`src/design/chp_ram.sv`:
```
// Generic single-write, single-read RAM with registered read data.
// No dependencies.
`timescale 1ns / 1ps
`default_nettype none

module chp_ram #(
  parameter int WIDTH = 8,
  parameter int DEPTH = 16
) (
  input  logic                     clk,
  input  logic                     wr_en,
  input  logic [$clog2(DEPTH)-1:0] wr_addr,
  input  logic [WIDTH-1:0]         wr_data,
  input  logic [$clog2(DEPTH)-1:0] rd_addr,
  output logic [WIDTH-1:0]         rd_data
);

  logic [WIDTH-1:0] mem [DEPTH];

  always_ff @(posedge clk) begin
    if (wr_en) begin
      mem[wr_addr] <= wr_data;
    end
    rd_data <= mem[rd_addr];
  end

endmodule

`default_nettype wire

```
`config.mk`:
```
export PLATFORM = sky130hd
export DESIGN_NAME = chp_ram
export DESIGN_NICKNAME = d
export VERILOG_FILES = /design/src/design/chp_ram.sv
export SDC_FILE = /design/constraint.sdc
export NUM_CORES = 1
export LEC_CHECK = 0
export BUFFER_PORTS_ARGS = -buffer_cell sky130_fd_sc_hd__buf_4
export CAP_MARGIN = 25
export CORE_MARGIN = 5
export CORE_UTILIZATION = 45
export CTS_CLUSTER_DIAMETER = 80
export DETAILED_ROUTE_END_ITERATION = 10
export HOLD_SLACK_MARGIN = 0.15
export MAX_ROUTING_LAYER = met4
export PLACE_DENSITY = 0.59
export SYNTH_ARGS = -nofsm -noshare
export SYNTH_HDL_FRONTEND = slang
export SYNTH_SLANG_ARGS = --single-unit
```
`constraint.sdc`:
```
create_clock -name clk -period 2.8 [get_ports clk]
set_clock_uncertainty 0.15 [all_clocks]
set_input_delay 0.42 -clock clk [delete_from_list [all_inputs] [get_ports clk]]
set_output_delay 0.42 -clock clk [all_outputs]
set_load 0.03 [all_outputs]
```
## Word-level counts from Yosys, hierarchy flattened

Memories as Yosys holds them, arrays and structs flattened. A register that Yosys moved wholly into a read port is not among the register bits.
Cells that the tools add are included.

- Mux-type cells: 2

Operators with widths:

| kind | number |
|---|---|
| $mux 1 | 2 |

- Register bits: 0
- Memory bits (writable): 128
- Input bits: 18
- Logic and storage cells: 3
- Memories: 1

Memories:

| memory | words | width | rd ports | clocked after Yosys merged registers in | write ports | RTL line | source |
|---|---|---|---|---|---|---|---|
| mem | 16 | 8 | 1 | 1 | 1 | 18 | `logic [WIDTH-1:0] mem [DEPTH];` |

## Logic depth before layout (Yosys ltp)

Gate-level depths: netlist of run 1.

- Word-level depth: 2
- Gate-level depth with buffers: 5

## Least setup slack after synthesis of run 1

OpenSTA, ideal clock, no wires.

- Path type: input to register
- From: input wr_addr[2]
- To: memory mem[0][0], enable pin
- Library setup time: 0.383 ns
- Arrival time: 1.530 ns
- Data required time: 2.267 ns
- Setup slack: 0.737 ns
- Stages: 2
- Path buffers: 0
- Cells stage by stage: or3b_2 > nor3_1

RTL lines:

| what | RTL line | source |
|---|---|---|
| from (decl) | 12 | `input logic [$clog2(DEPTH)-1:0] wr_addr,` |
| to (decl) | 18 |  |

No word-level cell before the write port.

==> results of run 1 <==
==> power by group through the flow <==
stage               clock (uW)  sequential (uW)  combinational (uW)
finish                    2000             2290                 246
global route              2130             2290                 266
CTS                       2050             2290                 250
detailed placement           0             2330                 249
global placement             0             2330                 247
floorplan                    0             2360                 116
==> cell usage in the layout (no fill, tap or decap), drive strengths merged, types with 2 or more instances in the layout <==
cell type and count:
edfxtp 128, clkbuf 29, clkinv 3, nand3b 2, mux4 32, nor3 4, dfxtp 8, nand2b 2
buf 43, nor2 13, nand2 9, a22oi 16
==> metal layers <==
metal / up-vias / global-route usage, % / share of wire [%]
li1: 1078 / - / -
met1: 1254 / 22.2 / 48
met2: 52 / 22.4 / 47
met3: 6 / 4.27 / 4.2
met4: 0 / 5.28 / 0.61
met5: - / - / 0
==> cell usage after synthesis, drive strengths merged <==
| cell type | n |
|---|---|
| edfxtp | 128 |
| mux4 | 32 |
| a22oi | 16 |
| nor2 | 13 |
| nand2 | 9 |
| dfxtp | 8 |
| buf | 7 |
| nor3 | 4 |
| clkdlybuf4s25 | 3 |
| nand2b | 2 |
| nand3b | 2 |
| and2 | 1 |
| and2b | 1 |
| nand3 | 1 |
| nor2b | 1 |
| or3b | 1 |
==> through the flow <==
step / worst slack, ns / hold WS [ns] / instance area [sq um] / power, uW
finish: 1.04 / 0.174 / 6120 / 4540
floorplan: 0.737 / 0.369 / 5150 / 2470
global placement: 0.595 / 0.512 / 5580 / 2580
global route: 0.909 / 0.179 / 6120 / 4690
detailed placement: 0.620 / 0.514 / 5580 / 2580
CTS: 1.03 / 0.166 / 6120 / 4590
==> registers in the layout, indices dropped and copies added (netlist names) <==
name / cells
mem: 128
rd_data: 8
==> worst max-delay path by stage <==
stage | end | cells past startpoint
floorplan | mem[0][0] | 2
global placement | rd_data[5] | 5
detailed placement | rd_data[5] | 5
CTS | rd_data[5] | 5
global route | rd_data[2] | 5
finish | rd_data[5] | 5
==> critical path, cell delays in order <==
cell,delay [ns]
buf_4,0.24
buf_12,0.24
mux4_1,0.58
a22oi_1,0.32
nand2_1,0.09
==> cell type report <==
type | instances | share of cell area, %
Clock inverter | 3 | 0.245
Sequential cell | 136 | 65.4
Multi-Input combinational cell | 83 | 17.3
Clock buffer | 29 | 8.67
Tap cell | 143 | 2.92
Timing Repair Buffer | 43 | 5.48
==> cells by family after synthesis <==
kind of cell / share of synthesized area, %
buffers and inverters: 1.68
AOI/OAI and AO/OA: 2.33
and+or+nand+nor: 3.18
DFF: 77.8
muxes: 15.0
==> summary.txt, run 1 <==
Power
  • Psw: 886 uW
  • Internal power: 3650 uW
  • Leakage: 0.00209 uW
  • Power per cell area: 741 nW/um^2
  • Clock share of power: 44.1%
  • Sequential share of power: 50.5%
  • Power share of the combinational group: 5.4%
  • Max VDD drop: 0.594 mV
  • Sw Share: 19.5%

Drt
  • DR WL/cell: 21.8 um
  • DRT Pass-1 Iters: 4
  • Antenna viol nets, final: 0
  • DRT iter0 DRCs: 178
  • Routed vias: 2390
  • Number of remaining DRC errors: 0
  • Vias per cell: 5.47
  • WL final: 9530 um

Yosys
  • Synth Area per Inst: 22.5 sq um
  • Yosys Warn Count: 0
  • Mapped cell area: 5150 sq um
  • Post-synthesis sequential area ratio: 77.8%
  • Syn Nets: 247
  • Synth area leader: edfxtp_1
  • Synth cell types: 19
  • Yosys top cell area share: 74.7%
  • Top cells by area, synth: edfxtp_1, mux4_2, mux4_1, dfxtp_1, a22oi_1
  • Register bit total from synthesis: 136
  • Post-Synthesis Cells: 229

Clock tree
  • Hold buffers post-CTS: 0
  • CTS Buf Count: 17
  • TritonCTS clock tree: done
  • Resize count post-CTS: 0
  • Clk root buf: clkbuf_16
  • Clk Latency, worst-skew pair: 0.40 ns
  • H-tree depth: 4
  • Clk buf depth: 2
  • Worst-path clk slew: 0.06 ns
  • Post-CTS setup buffer count: 0
  • CTS sink cnt: 136

Timing
  • Minimum clock period after layout: 1.76 ns
  • Crit share post-route: 63.0%
  • Max-slew violations: 0
  • Setup_tns: 0 ns
  • RSZ-0062 raised after global routing: false
  • Final hold vios: 0
  • Final setup violating endpoints: 0
  • Max-slew headroom: 49.4%
  • Fmax: 0.567 GHz
  • Worst Tran Pin Value: 0.758 ns

GRT
  • Gr usage total: 15.7%
  • Vias in the first global route: 2452
  • Pin count of the biggest net entering global routing: 33
  • First-pass GRT wire length: 14500 um
  • Initial antenna violation count: 0
  • Grt ovf: 0

Place
  • Placer Congestion: 0.760
  • DP Wirelength: 6090 um
  • IO Port Bufs: 25
  • Placed insts: 405

Final layout
  • Multi-input logic area: 1060 sq um
  • Fill cells: 879
  • # diodes: 0
  • Post-Layout Cell Count: 437
  • Reg area: 4000 sq um
  • Final core occ: 54.1%
  • Final-stage net count: 299
  • Layout cell share with drive strength beyond 1: 29.9%
  • Layout area overhead: 18.9%

Worst setup path
  • Worst r2r path cells: 3
  • Beginning of the worst register-to-register path: mem[1][7]
  • CP Capture Type: flop
  • Setup Crit Path Kind: primary input to flop
  • Worst setup SP type: primary input
  • Reg-to-reg endpoint: rd_data[7]
  • Crit path max fanout: 20
  • CP arrival: 1.89 ns
  • CP required: 2.93 ns
  • Reg2Reg Setup Slack: 1.24 ns
  • CP startpoint: rd_addr[0]

Worst hold path
  • Hold Path Stages: 1
  • Worst Hold End: mem[2][4]
  • Hold Path Class: primary input to flop
  • Hold path start: wr_data[4]

Die
  • Die W: 117 um
  • Die ar.: 13700 sq um
  • # IOs: 26
  • Core box area: 11300 sq um
  • Row count: 39
  • Starting density of the core: 45.5%
  • Die Y-Extent: 117 um

Flow run
  • Max-Cap Viols: 0

Status
  • Run status: completed
No activity file was read; power rests on OpenSTA's default activity.
==> inputs of run 2 (changes only) <==
--- a/config.mk
+++ b/config.mk
@@ -13,7 +13,7 @@
 export DETAILED_ROUTE_END_ITERATION = 10
 export HOLD_SLACK_MARGIN = 0.15
 export MAX_ROUTING_LAYER = met4
-export PLACE_DENSITY = 0.59
+export PLACE_DENSITY = 0.61
 export SYNTH_ARGS = -nofsm -noshare
 export SYNTH_HDL_FRONTEND = slang
 export SYNTH_SLANG_ARGS = --single-unit
==> constraint.sdc (replaced) <==
create_clock -name clk -period 1.55 [get_ports clk]
set_clock_uncertainty 0.15 [all_clocks]
set_input_delay 0.2325 -clock clk [delete_from_list [all_inputs] [get_ports clk]]
set_output_delay 0.2325 -clock clk [all_outputs]
set_load 0.03 [all_outputs]
==> summary.txt, run 2 (synthesis results as in run 1) <==
Status
  • Run status: completed

Power
  • Leakage: 0.00221 uW
  • Max VDD drop: 0.900 mV
  • Power per cell area: 1330 nW/um^2

Timing
  • Max-slew headroom: 42.7%
  • Crit share post-route: 96.0%
  • Fmax: 0.672 GHz
  • Final worst slack: 0.0620 ns
  • Final setup violating endpoints: 0
  • Final hold vios: 0
  • Minimum clock period after layout: 1.49 ns
  • RSZ-0062 raised after global routing: false
  • Hold Slack: 0.183 ns
  • Worst Tran Pin Value: 0.858 ns
  • Max-slew violations: 0

GRT
  • Gr usage total: 17.1%
  • First-pass GRT wire length: 15600 um
  • Grt ovf: 0
  • Initial antenna violation count: 0
  • Pin count of the biggest net entering global routing: 18
  • Vias in the first global route: 2550

Final layout
  • Fill cells: 860
  • # diodes: 0
  • Design area: 6400 sq um
  • Commonest non-fill, non-tap cell in the layout: edfxtp_1
  • Reg area: 4000 sq um
  • Layout cell share with drive strength beyond 1: 34.5%
  • Largest register FFs: 128
  • Reg with most FFs: mem
  • Layout area overhead: 24.4%
  • Commonest non-fill, non-tap cells in the layout: edfxtp_1, buf_4, mux4_2, clkbuf_16
  • Regs by FF count: mem x128, rd_data x8
  • Multi-input logic area: 1080 sq um
  • Final-stage net count: 319

Worst setup path
  • Reg2Reg Setup Slack: 0.06 ns
  • Worst r2r path cells: 3
  • Worst setup SP type: flop
  • Setup Crit Path Kind: flop to flop
  • CP required: 1.68 ns
  • CP Capture Type: flop
  • Reg-to-reg endpoint: rd_data[3]
  • CP arrival: 1.62 ns
  • Crit path max fanout: 1
  • Beginning of the worst register-to-register path: mem[1][3]

Drt
  • DR WL/cell: 22.5 um
  • WL final: 10200 um
  • DRT Pass-1 Iters: 4
  • Number of remaining DRC errors: 0
  • Antenna viol nets, final: 0
  • Routed vias: 2458
  • DRT iter0 DRCs: 179
  • Vias per cell: 5.39

Die
  • Die Y-Extent: 117 um
  • Die W: 117 um
  • Core box area: 11300 sq um
  • Row count: 39
  • Die ar.: 13700 sq um
  • Starting density of the core: 45.5%
  • # IOs: 26

Clock tree
  • CTS Buf Count: 17
  • Clk buf depth: 2
  • TritonCTS clock tree: done
  • Clk Latency, worst-skew pair: 0.41 ns
  • Clk root buf: clkbuf_16
  • H-tree depth: 4
  • Post-CTS setup buffer count: 0
  • CTS sink cnt: 136
  • Worst-path clk slew: 0.06 ns

Flow run
  • Max-Cap Viols: 0

Worst hold path
  • Hold Path Class: primary input to flop
  • Hold path start: wr_addr[0]
  • Hold Path Stages: 3
  • Worst Hold End: mem[0][3]

Place
  • IO Port Bufs: 25
  • DP Wirelength: 6950 um
  • Placer Congestion: 0.763
  • Placed instance area: 5730 sq um
  • Post-place setup slack: -0.276 ns
-- run 2: cell types whose count changed in the layout (fill, tap and decap cells not counted), moves of 3 or more --
cell	delta
buf_4	+8
dlygate4sd3_1	+8
clkbuf_1	-6
clkbuf_8	-6
buf_12	+4
bufinv_16	+3
clkinv_4	+3
nor3_1	-3
nor3_2	+3
-- run 2: worst max path at each step --
stage | start | endpoint | slack, ns | cells after the start
floorplan | wr_addr[2] | mem[3][0] | -0.1 | 2
global placement | rd_addr[0] | rd_data[5] | -0.27 | 6
detailed placement | rd_addr[0] | rd_data[5] | -0.28 | 6
CTS | mem[9][5] | rd_data[5] | 0.03 | 3
global route | mem[2][6] | rd_data[6] | 0.01 | 3
finish | mem[1][3] | rd_data[3] | 0.06 | 3
-- run 2: worst max-delay path: stages, from the launching register on --
cell	delay, ns
edfxtp_1	0.36
mux4_1	0.51
a22oi_1	0.24
nand2_1	0.11
-- run 2: cell type report --
type,count,area share [%]
clock buffers,17,6.64
well taps,143,2.79
clock inverters,14,2.48
flip-flops and latches,136,62.5
multi-input cells,83,16.9
repair buffers,63,8.67
-- run 2: layer usage --
| metal | GRT usage, % | wire (um) | vias up | part of all wire, % |
|---|---|---|---|---|
| met4 | 5.73 | 60 | 0 | 0.59 |
| met2 | 26.8 | 5340 | 67 | 52 |
| met5 | - | 0 | - | 0 |
| li1 | - | - | 1119 | - |
| met1 | 22.2 | 4350 | 1268 | 42 |
| met3 | 4.01 | 495 | 4 | 4.8 |
-- run 2: repair_timing --
action / in CTS / in global routing
gates resized for setup: 0 / 2
endpoints found under the setup margin: 0 / 2
hold buffers: 8 / 0
endpoints found under the hold margin: 128 / 0
-- run 2: stage by stage --
step / std cells / power, uW / setup TNS, ns / util (%)
4_1_cts: 456 / 8630 / 0 / 56.5
2_1_floorplan: 229 / 4460 / -3.02 / -
6_report: 456 / 8550 / 0 / 56.6
3_5_place_dp: 417 / 4710 / -6.07 / 50.6
3_3_place_gp: 417 / 4700 / -5.62 / 50.6
5_1_grt: 456 / 8850 / 0 / 56.6
-- run 2: power by group --
group | internal [uW] | total, uW | switching (uW)
combinational | 229 | 506 | 277
clock | 2500 | 3900 | 1400
sequential | 4110 | 4140 | 26.8
total | 6840 | 8550 | 1710
