<file path="src/design/chp_pkg.sv">
// Shared constants, types and saturating helpers for the hull pruner.
// No dependencies; the files that use it refer to it by scoped names.
`timescale 1ns / 1ps
`default_nettype none

package chp_pkg;

  localparam int HULL_DEPTH = 64;
  localparam int SAMPLE_W   = 16;
  localparam int COUNT_W    = 24;
  localparam int SUM_W      = SAMPLE_W + COUNT_W;
  localparam int BND_W      = 32;
  localparam int COST_W     = 64;
  localparam int PROD_W     = 2 * SUM_W;
  localparam int IDX_W      = $clog2(HULL_DEPTH);
  localparam int ENT_W      = $clog2(HULL_DEPTH + 1);
  localparam int RAM_DEPTH  = 2 ** (IDX_W + 1);
  localparam int ENTRY_W    = COUNT_W + BND_W + SUM_W;
  localparam int STEP_W     = $clog2(PROD_W + 1);

  localparam logic signed [SUM_W-1:0]  SUM_MAX  = {1'b0, {(SUM_W-1){1'b1}}};
  localparam logic signed [SUM_W-1:0]  SUM_MIN  = {1'b1, {(SUM_W-1){1'b0}}};
  localparam logic signed [BND_W-1:0]  BND_MAX  = {1'b0, {(BND_W-1){1'b1}}};
  localparam logic signed [BND_W-1:0]  BND_MIN  = {1'b1, {(BND_W-1){1'b0}}};
  localparam logic signed [COST_W-1:0] COST_MAX = {1'b0, {(COST_W-1){1'b1}}};

  typedef enum logic {
    OP_MEAN,
    OP_SQDIV
  } arith_op_t;

  typedef enum logic [1:0] {
    PH_IDLE,
    PH_MUL,
    PH_DIV,
    PH_FIX
  } arith_phase_t;

  typedef enum logic [4:0] {
    ST_IDLE,
    ST_POP_RD,
    ST_POP_LD,
    ST_POP_GO,
    ST_POP_DIV,
    ST_EMPTY_GO,
    ST_EMPTY_DIV,
    ST_PUSH,
    ST_NC_GO,
    ST_NC_WAIT,
    ST_C_RD,
    ST_C_LD,
    ST_C_T1GO,
    ST_C_T1,
    ST_C_T2GO,
    ST_C_T2,
    ST_DONE
  } seq_state_t;

  typedef struct packed {
    logic                start;
    arith_op_t           op;
    logic [SUM_W-1:0]    opa;
    logic [COUNT_W-1:0]  dvs;
  } arith_req_t;

  typedef struct packed {
    logic                done;
    logic [COST_W-1:0]   result;
  } arith_rsp_t;

  typedef struct packed {
    logic [COUNT_W-1:0]       pos;
    logic signed [BND_W-1:0]  bnd;
    logic signed [SUM_W-1:0]  psum;
  } entry_t;

  function automatic logic signed [SUM_W-1:0] sat_add(input logic signed [SUM_W-1:0] a,
                                                      input logic signed [SUM_W-1:0] b);
    logic signed [SUM_W:0] w;
    w = {a[SUM_W-1], a} + {b[SUM_W-1], b};
    if (w[SUM_W] != w[SUM_W-1]) return w[SUM_W] ? SUM_MIN : SUM_MAX;
    return w[SUM_W-1:0];
  endfunction

  function automatic logic signed [SUM_W-1:0] sat_neg(input logic signed [SUM_W-1:0] a);
    if (a == SUM_MIN) return SUM_MAX;
    return -a;
  endfunction

  // a - b as a + (-b), both steps saturating
  function automatic logic signed [SUM_W-1:0] sat_sub(input logic signed [SUM_W-1:0] a,
                                                      input logic signed [SUM_W-1:0] b);
    return sat_add(a, sat_neg(b));
  endfunction

  function automatic logic [SUM_W-1:0] mag(input logic signed [SUM_W-1:0] a);
    return a[SUM_W-1] ? (SUM_W'(0) - a) : a;
  endfunction

  // ring position of logical slot k
  function automatic logic [IDX_W-1:0] phys_idx(input logic [IDX_W-1:0] base,
                                                input logic [IDX_W-1:0] k);
    logic [IDX_W:0] w;
    w = {1'b0, base} + {1'b0, k};
    if (w >= (IDX_W+1)'(HULL_DEPTH)) w = w - (IDX_W+1)'(HULL_DEPTH);
    return w[IDX_W-1:0];
  endfunction

endpackage

`default_nettype wire

</file>
<file path="src/design/chp_arith.sv">
// Shared iterative unit: floor mean in Q16.16, and floor(m*m/d) saturated.
// Shift-add square then restoring divide, one bit per cycle. Uses chp_pkg.
`timescale 1ns / 1ps
`default_nettype none

module chp_arith (
  input  logic                clk,
  input  logic                rst,
  input  chp_pkg::arith_req_t req,
  output chp_pkg::arith_rsp_t rsp
);

  localparam int QM_W = chp_pkg::SUM_W + 8;

  chp_pkg::arith_phase_t phase, phase_next;
  chp_pkg::arith_op_t    op;
  logic                  neg;
  logic [chp_pkg::SUM_W-1:0]   mcand;
  logic [chp_pkg::SUM_W-1:0]   mplier;
  logic [chp_pkg::PROD_W-1:0]  acc;
  logic [chp_pkg::COUNT_W-1:0] rem;
  logic [chp_pkg::COUNT_W-1:0] dvs;
  logic [chp_pkg::STEP_W-1:0]  steps;
  logic [chp_pkg::COST_W-1:0]  result;
  logic                        done;

  logic [chp_pkg::COUNT_W:0]   rsh, diffr;
  logic                        ge;
  logic [chp_pkg::PROD_W-1:0]  acc_mul;
  logic [QM_W-1:0]             qm;
  logic [QM_W:0]               qmag;
  logic [chp_pkg::BND_W-1:0]   mean_val;
  logic [chp_pkg::COST_W-1:0]  sq_val;

  always_comb begin
    phase_next = phase;
    case (phase)
      chp_pkg::PH_IDLE: begin
        if (req.start) phase_next = (req.op == chp_pkg::OP_SQDIV) ? chp_pkg::PH_MUL
                                                                   : chp_pkg::PH_DIV;
      end
      chp_pkg::PH_MUL: if (steps == chp_pkg::STEP_W'(1)) phase_next = chp_pkg::PH_DIV;
      chp_pkg::PH_DIV: if (steps == chp_pkg::STEP_W'(1)) phase_next = chp_pkg::PH_FIX;
      chp_pkg::PH_FIX: phase_next = chp_pkg::PH_IDLE;
      default: phase_next = chp_pkg::PH_IDLE;
    endcase
  end

  always_comb begin
    rsh     = {rem, acc[chp_pkg::PROD_W-1]};
    diffr   = rsh - {1'b0, dvs};
    ge      = rsh >= {1'b0, dvs};
    acc_mul = {acc[chp_pkg::PROD_W-2:0], 1'b0}
            + (mplier[chp_pkg::SUM_W-1] ? chp_pkg::PROD_W'(mcand) : '0);

    // mean: quotient of |num|*256 / d, floored toward minus infinity
    qm   = acc[QM_W-1:0];
    qmag = {1'b0, qm} + (QM_W+1)'(rem != '0);
    if (!neg) begin
      mean_val = (|qm[QM_W-1:chp_pkg::BND_W-1]) ? chp_pkg::BND_MAX
                                                 : qm[chp_pkg::BND_W-1:0];
    end else if ((|qmag[QM_W:chp_pkg::BND_W]) ||
                 (qmag[chp_pkg::BND_W-1] && (|qmag[chp_pkg::BND_W-2:0]))) begin
      mean_val = chp_pkg::BND_MIN;
    end else begin
      mean_val = chp_pkg::BND_W'(0) - qmag[chp_pkg::BND_W-1:0];
    end

    sq_val = (|acc[chp_pkg::PROD_W-1:chp_pkg::COST_W-1]) ? chp_pkg::COST_MAX
                                                          : {1'b0, acc[chp_pkg::COST_W-2:0]};
  end

  always_comb begin
    rsp.done   = done;
    rsp.result = result;
  end

  always_ff @(posedge clk) begin
    if (rst) begin
      phase <= chp_pkg::PH_IDLE;
      done  <= 1'b0;
    end else begin
      phase <= phase_next;
      done  <= (phase == chp_pkg::PH_FIX);
    end

    case (phase)
      chp_pkg::PH_IDLE: begin
        if (req.start) begin
          op  <= req.op;
          dvs <= (req.dvs == '0) ? chp_pkg::COUNT_W'(1) : req.dvs;
          rem <= '0;
          if (req.op == chp_pkg::OP_MEAN) begin
            neg   <= req.opa[chp_pkg::SUM_W-1];
            acc   <= {chp_pkg::mag(req.opa), 8'd0, (chp_pkg::PROD_W-QM_W)'(0)};
            steps <= chp_pkg::STEP_W'(QM_W);
          end else begin
            neg    <= 1'b0;
            mcand  <= req.opa;
            mplier <= req.opa;
            acc    <= '0;
            steps  <= chp_pkg::STEP_W'(chp_pkg::SUM_W);
          end
        end
      end
      chp_pkg::PH_MUL: begin
        acc    <= acc_mul;
        mplier <= {mplier[chp_pkg::SUM_W-2:0], 1'b0};
        steps  <= (steps == chp_pkg::STEP_W'(1)) ? chp_pkg::STEP_W'(chp_pkg::PROD_W)
                                                 : steps - chp_pkg::STEP_W'(1);
      end
      chp_pkg::PH_DIV: begin
        acc   <= {acc[chp_pkg::PROD_W-2:0], ge};
        rem   <= ge ? diffr[chp_pkg::COUNT_W-1:0] : rsh[chp_pkg::COUNT_W-1:0];
        steps <= steps - chp_pkg::STEP_W'(1);
      end
      chp_pkg::PH_FIX: begin
        result <= (op == chp_pkg::OP_MEAN)
                  ? {{(chp_pkg::COST_W-chp_pkg::BND_W){mean_val[chp_pkg::BND_W-1]}}, mean_val}
                  : sq_val;
      end
      default: ;
    endcase
  end

endmodule

`default_nettype wire

</file>
<file path="config.mk">
export PLATFORM = sky130hd
export DESIGN_NAME = chp_arith
export DESIGN_NICKNAME = d
export VERILOG_FILES = /design/src/design/chp_pkg.sv /design/src/design/chp_arith.sv
export SDC_FILE = /design/constraint.sdc
export NUM_CORES = 1
export LEC_CHECK = 0
export ABC_AREA = 1
export BUFFER_PORTS_ARGS = -buffer_cell sky130_fd_sc_hd__buf_2
export CAP_MARGIN = 20
export CORE_ASPECT_RATIO = 0.6
export CORE_MARGIN = 2
export CORE_UTILIZATION = 50
export CTS_CLUSTER_DIAMETER = 30
export CTS_CLUSTER_SIZE = 8
export DETAILED_ROUTE_END_ITERATION = 12
export PLACE_DENSITY = 0.77
export SLEW_MARGIN = 0
export SYNTH_ARGS = -nofsm -noshare
export SYNTH_HDL_FRONTEND = slang
export SYNTH_SLANG_ARGS = --single-unit
</file>
<file path="constraint.sdc">
create_clock -name clk -period 6.68 [get_ports clk]
set_input_delay 0.668 -clock clk [delete_from_list [all_inputs] [get_ports clk]]
set_output_delay 0.668 -clock clk [all_outputs]
set_load 0.1 [all_outputs]
</file>
Yosys cells after proc, flatten, opt, wreduce, memory -nomap -nowiden
Index checks and enable logic that the tools add are counted.
{"block": "classes", "n_lt_le_gt_ge": 1, "n_addsub": 6, "n_reduce_logical": 18, "eq_ne": 8, "muxes": 25}
{"operator": "case mux 80 bit (3 select lines)", "count": 1}
{"operator": "2-to-1 mux 40 bit", "count": 4}
{"operator": "2-to-1 mux 80 bit", "count": 2}
{"operator": "2-to-1 mux 32 bit", "count": 3}
{"operator": "adder 80 x 40 -> 80 bit", "count": 1}
{"operator": "case mux 40 bit (2 select lines)", "count": 1}
{"operator": "2-to-1 mux 64 bit", "count": 1}
{"operator": "2-to-1 mux 63 bit", "count": 1}
{"operator": "OR reduction 17 bit", "count": 3}
{"operator": "adder 48 x 1 -> 49 bit", "count": 1}
{"operator": "2-to-1 mux 24 bit", "count": 2}
{"operator": "case mux 24 bit (2 select lines)", "count": 1}
{"operator": "subtractor 1 x 40 -> 40 bit (first input constant)", "count": 1}
{"operator": "subtractor 1 x 32 -> 32 bit (first input constant)", "count": 1}
{"operator": "OR reduction 31 bit", "count": 1}
{"operator": "greater-or-equal comparator 25 x 24 -> 1 bit", "count": 1}
{"operator": "zero test 24 bit", "count": 1}
{"operator": "nonzero test 24 bit", "count": 1}
{"operator": "subtractor 24 bit", "count": 1}
{"operator": "case mux 7 bit (3 select lines)", "count": 1}
{"operator": "2-to-1 mux 7 bit", "count": 2}
{"operator": "AND reduction 3 bit", "count": 3}
{"operator": "2-to-1 mux 2 bit", "count": 4}
{"operator": "inequality test 2 bit (second input constant)", "count": 4}
{"operator": "other kinds (12)", "count": 16}
{"block": "word_totals", "reg_bits": 284, "inputBits": 68}

Logic depth before layout (Yosys ltp)
{"block": "logic_depth", "depth_word": 8, "ltp_mapped": 23, "ltp_nobuf": 22}

Least setup slack after synthesis
Ideal clock, no wire load.
{"block": "synth_path", "path_kind": "flip-flop to flip-flop", "from": "register phase[0]", "to": "register acc[0] (netlist name), enable pin", "n_path_buf": 0, "t_arrival_ps": 4481, "slack_ps": 1664, "stages_incl_launch_ff": 6, "t_required_ps": 6145, "setup_time_ps": 535, "cell_sequence": "dfxtp_1 -> inv_1 -> ha_1 -> inv_1 -> nor2_1 -> nor2_1"}
{"block": "synth_via", "elab_chain_len": 3, "elab_cells_between_ends": 6, "classes_between": "3 x eq/ne; 3 x reduce/logical"}
{"element": "start, declared", "line": "chp_arith.sv:15", "text": "chp_pkg::arith_phase_t phase, phase_next;"}
{"element": "start signal, assigned", "line": "chp_arith.sv:80", "text": "phase <= chp_pkg::PH_IDLE;"}
{"element": "start signal, assigned", "line": "chp_arith.sv:83", "text": "phase <= phase_next;"}
{"element": "equality test 2 bit (tied with other cells)", "line": "chp_arith.sv:87", "text": "case (phase)"}
{"element": "nonzero test 3 bit (no source line) / inequality test 2 bit (equally long branches)"}
{"element": "AND reduction 2 bit (no source line) (*)"}
{"element": "end signal, assigned", "line": "chp_arith.sv:95", "text": "acc <= {chp_pkg::mag(req.opa), 8'd0, (chp_pkg::PROD_W-QM_W)'(0)};"}
{"element": "end signal, assigned", "line": "chp_arith.sv:107", "text": "acc <= acc_mul;"}
{"element": "end signal, assigned", "line": "chp_arith.sv:113", "text": "acc <= {acc[chp_pkg::PROD_W-2:0], ge};"}
{"element": "end, declared", "line": "chp_arith.sv:20", "text": "logic [chp_pkg::PROD_W-1:0] acc;"}
Every way passes the cells marked *; elsewhere a longest branch is shown, timed or not.
A chain may end at the register's enable or synchronous reset.

Worst setup path after layout
{"block": "layout_path", "from": "register rem[12] (netlist name)", "to": "register result[43] (netlist name), data pin"}
{"block": "layout_via", "elab_chain_len": 8, "elab_cells_between_ends": 10, "classes_between": "2 x add/sub; 3 x mux; 5 x reduce/logical"}
{"element": "start, declared", "line": "chp_arith.sv:21", "text": "logic [chp_pkg::COUNT_W-1:0] rem;"}
{"element": "start signal, assigned", "line": "chp_arith.sv:114", "text": "rem <= ge ? diffr[chp_pkg::COUNT_W-1:0] : rsh[chp_pkg::COUNT_W-1:0];"}
{"element": "nonzero test 24 bit (*)", "line": "chp_arith.sv:58", "text": "qmag = {1'b0, qm} + (QM_W+1)'(rem != '0);"}
{"element": "adder 48 x 1 -> 49 bit (*)", "line": "chp_arith.sv:58"}
{"element": "branches (longest 3 deep; another with subtractor 1 x 32 -> 32 bit)"}
{"element": "2-to-1 mux 32 bit (*)", "line": "chp_arith.sv:62", "text": "end else if ((|qmag[QM_W:chp_pkg::BND_W]) ||"}
{"element": "2-to-1 mux 32 bit (*)", "line": "chp_arith.sv:59", "text": "if (!neg) begin"}
{"element": "2-to-1 mux 64 bit (*)", "line": "chp_arith.sv:119", "text": "? {{(chp_pkg::COST_W-chp_pkg::BND_W){mean_val[chp_pkg::BND_W-1]}}, mean_val}"}
{"element": "end signal, assigned", "line": "chp_arith.sv:118", "text": "result <= (op == chp_pkg::OP_MEAN)"}
{"element": "end, declared", "line": "chp_arith.sv:24", "text": "logic [chp_pkg::COST_W-1:0] result;"}
Every way passes the cells marked *.

==> flow_summary_export.csv <==
group,metric,value,unit
setup_path,ff2ff_path_depth,21,
setup_path,path_max_fanout,33,
sta,finalSetupTns,0,ns
route,wirelength,75300,microns
sta,finalSetupViolations,0,
global_route,gr-usage-all-layers,0.324,
die,die_w,275,microns
setup_path,critPathRequiredTime,6.98,ns
setup_path,critPathLaunchType,"flop",
die,pin_count,133,
global_route,grt_pass1_wl,114000,microns
route,postRouteAntennaNets,0,
sta,hold_viol,0,
yosys,synth_flop_cell,"edfxtp_1",
yosys,seq_area_frac_synth,0.386,
route,first_pass_iters,6,
placed_design,detailed_place_hpwl,56100,microns
yosys,ys_async_sr_fraction,0,
global_route,grt.overflow.total,0,
placed_design,dpl_worst_slack,1.94,ns
pwr,clkPwrFrac,0.243,
cts,insertion_delay,0.61,ns
route,drc,0,
cts,cts_buffer_depth,3,
setup_path,crit_path_end_kind,"flop",
global_route,grt_pass1_vias,19619,
sta,min_period,4.89,ns
pwr,p_int,0.00577,W
layout,syn2layout_area_growth,13.0,%
cts,ctsResizeCount,0,
cts,cts_max_level,2,
die,chipHeight,167,microns
cts,cts_setup_buffers,0,
sta,post-route-period-util,0.732,
pwr,power_frac_comb,0.439,
sta,worst_pin_slew,1.16,ns
cts,clkTransAtPathRegs,0.05,ns
yosys,synth_area,0.0220,sq mm
pwr,power,0.0109,W
layout,fin_util,0.573,
layout,diodes,0,
sta,max-slew-margin-rel,0.229,
die,initial_core_util,0.507,
placed_design,port_buffers,132,
cts,root_buffer,"clkbuf_16",
yosys,yosysUniqueCellTypes,50,
pwr,powerDensity,439,mW/mm^2
global_route,grt_max_degree,109,
outcome,outcome,"completed",
die,design.die.area,0.0458,sq mm
route,detailroute.via_count,22269,
yosys,avgSynthCellArea,7.03,sq um
die,rows,59,
sta,fmax,204,MHz
setup_path,cp.arrival,5.19,ns
yosys,netlist_instances,3134,
layout,drive_above_1_share,0.102,
pwr,p_seq_frac,0.318,
cts,cts_buffers,53,
layout,fillers,4091,
placed_design,placed_area,0.0231,sq mm
sta,setup_slack,1.79,ns
die,core,0.0434,sq mm
worst_hold_path,holdPathStages,1,
yosys,synth_nets,3278,
layout,final_area,0.0249,sq mm
cts,cts_tree,"yes",
route,viasPerCell,5.79,
sta,clock_skew,0.0299,ns
sta,final_max_slew_viol_count,0,
pwr,cellLeakagePower,10.9,nW
route,wl_per_cell,19.6,microns
yosys,yosys_register_bits,284,
layout,fin_nets,3369,
route,drt_iter0_drc,3605,
pwr,power_switching,0.00517,W
worst_hold_path,hp-class,"in2reg",
pwr,power_switching_share,0.472,
global_route,grt_antenna_before_repair,0,
yosys,synth-edff-count,281,
placed_design,routabilityCongestion,1.05,
sta,rsz0062_at_grt,"false",
setup_path,worstSetupPathType,"reg2reg",
cts,postCtsHoldBufs,0,
pwr,vdd_drop_max,0.000306,V
cts,clock_sinks,284,
yosys,ys_warn_count,0,
flow_run,drv_cap,0,
## sequential cells by signal, indices dropped and copies added, names as in the netlist
name / flops
acc: 80
result: 64
mcand: 40
mplier: 40
dvs: 24
rem: 24
steps: 7
phase: 2
done: 1
neg: 1
op: 1
## power groups by stage
| stage | clock network, W | registers, W | logic (W) |
|---|---|---|---|
| global placement | 0 | 0.00345 | 0.00459 |
| floorplan | 0 | 0.00341 | 0.00324 |
| global route | 0.00276 | 0.00351 | 0.00528 |
| finish | 0.00266 | 0.00347 | 0.00480 |
| CTS | 0.00267 | 0.00343 | 0.00465 |
| detailed placement | 0 | 0.00345 | 0.00462 |
## metal layers
metal	part of all wire	global-route usage
met4	0.033	0.0964
met2	0.38	0.431
met5	0	0
met1	0.44	0.496
met3	0.15	0.0985
## cell usage in the layout (no fill, tap or decap), types with 8 or more instances in the layout
cell type and instances:
nand2_1 863, ha_1 71, edfxtp_1 281, nor2_2 21, clkinv_1 10, a21oi_1 209, a22oi_1 12, nand2_2 44
inv_1 412, clkbuf_16 53, nand4_1 62, o21ai_0 266, nor3_1 47, a21o_1 10, xnor2_1 14, nor4_1 29
nand3b_1 20, o31ai_1 8, o21a_1 9, a31oi_1 12, buf_2 132, nor2_4 9, buf_4 17, xor2_1 37
nor2_1 356, nand3_1 142, clkbuf_1 14
## area by class of cell
| type | count | area [sq um] | area share |
|---|---|---|---|
| clock inverters | 26 | 324 | 0.0130 |
| flip-flops and latches | 284 | 8500 | 0.341 |
| well taps | 579 | 724 | 0.0291 |
| clock buffers | 68 | 1390 | 0.0559 |
| repair buffers | 151 | 843 | 0.0339 |
| inverters | 423 | 1590 | 0.0638 |
| multi-input cells | 2312 | 11500 | 0.463 |
## cell families after synthesis
family / count (synthesis) / synth area share
and+or+nand+nor: 1621 / 0.319
AOI/OAI and AO/OA: 564 / 0.137
buffers and inverters: 538 / 0.0940
DFF: 284 / 0.386
adders and majority gates: 76 / 0.0439
xor gates and xnor gates: 51 / 0.0203
## final timing paths
kind                           endpoint                  start  slack, ns
setup / recovery   result[43]$_DFFE_PP_  rem[12]$_SDFFCE_PN0P_       1.79
hold / removal    dvs[13]$_SDFFCE_PN0P_                req[13]       0.27
setup reg to reg   result[43]$_DFFE_PP_  rem[12]$_SDFFCE_PN0P_       1.79
hold reg to reg    mplier[36]$_DFFE_PP_   mplier[35]$_DFFE_PP_       0.51
## metrics by stage
stage          hold slack [ns]  instances
2_1_floorplan            0.494       3134
3_3_place_gp             0.500       3747
3_5_place_dp             0.502       3748
4_1_cts                  0.248       3842
5_1_grt                  0.254       3843
6_report                 0.268       3843
## critical path, cell delays in order (launching register included)
cell      delay (ns)
edfxtp_1        0.42
nor4_1          0.50
nand4_1         0.26
nand3b_1        0.42
ha_1            0.36
ha_1            0.23
nand2_1         0.19
nor2_8          0.08
nand2_2         0.09
nor2_1          0.05
nor2_2          0.15
nand2_1         0.12
nor2_2          0.18
nand3_2         0.15
nor2_4          0.18
nand3_2         0.12
nand2_4         0.25
nand2_4         0.12
clkinv_1        0.09
nand2_2         0.07
nand3_4         0.41
nand2_2         0.10
## synth_stat cells, types with 8 or more instances
cell	count	area share
nor3_1	47	0.011
edfxtp_1	281	0.38
nor2_2	20	0.0057
nor4_1	29	0.0082
o31ai_1	8	0.0027
a21o_1	10	0.0034
a22oi_1	12	0.0041
o21ai_0	267	0.061
clkbuf_1	96	0.016
a21oi_1	209	0.047
nand2_1	863	0.15
nand2_2	44	0.012
nand4_1	62	0.018
xnor2_1	14	0.0056
o21a_1	9	0.0031
nor2_1	359	0.061
a31oi_1	12	0.0034
xor2_1	37	0.015
inv_1	412	0.070
buf_1	9	0.0015
nand3b_1	20	0.0068
ha_1	74	0.042
nand3_1	142	0.032
No activity file was read; power rests on OpenSTA's default activity.
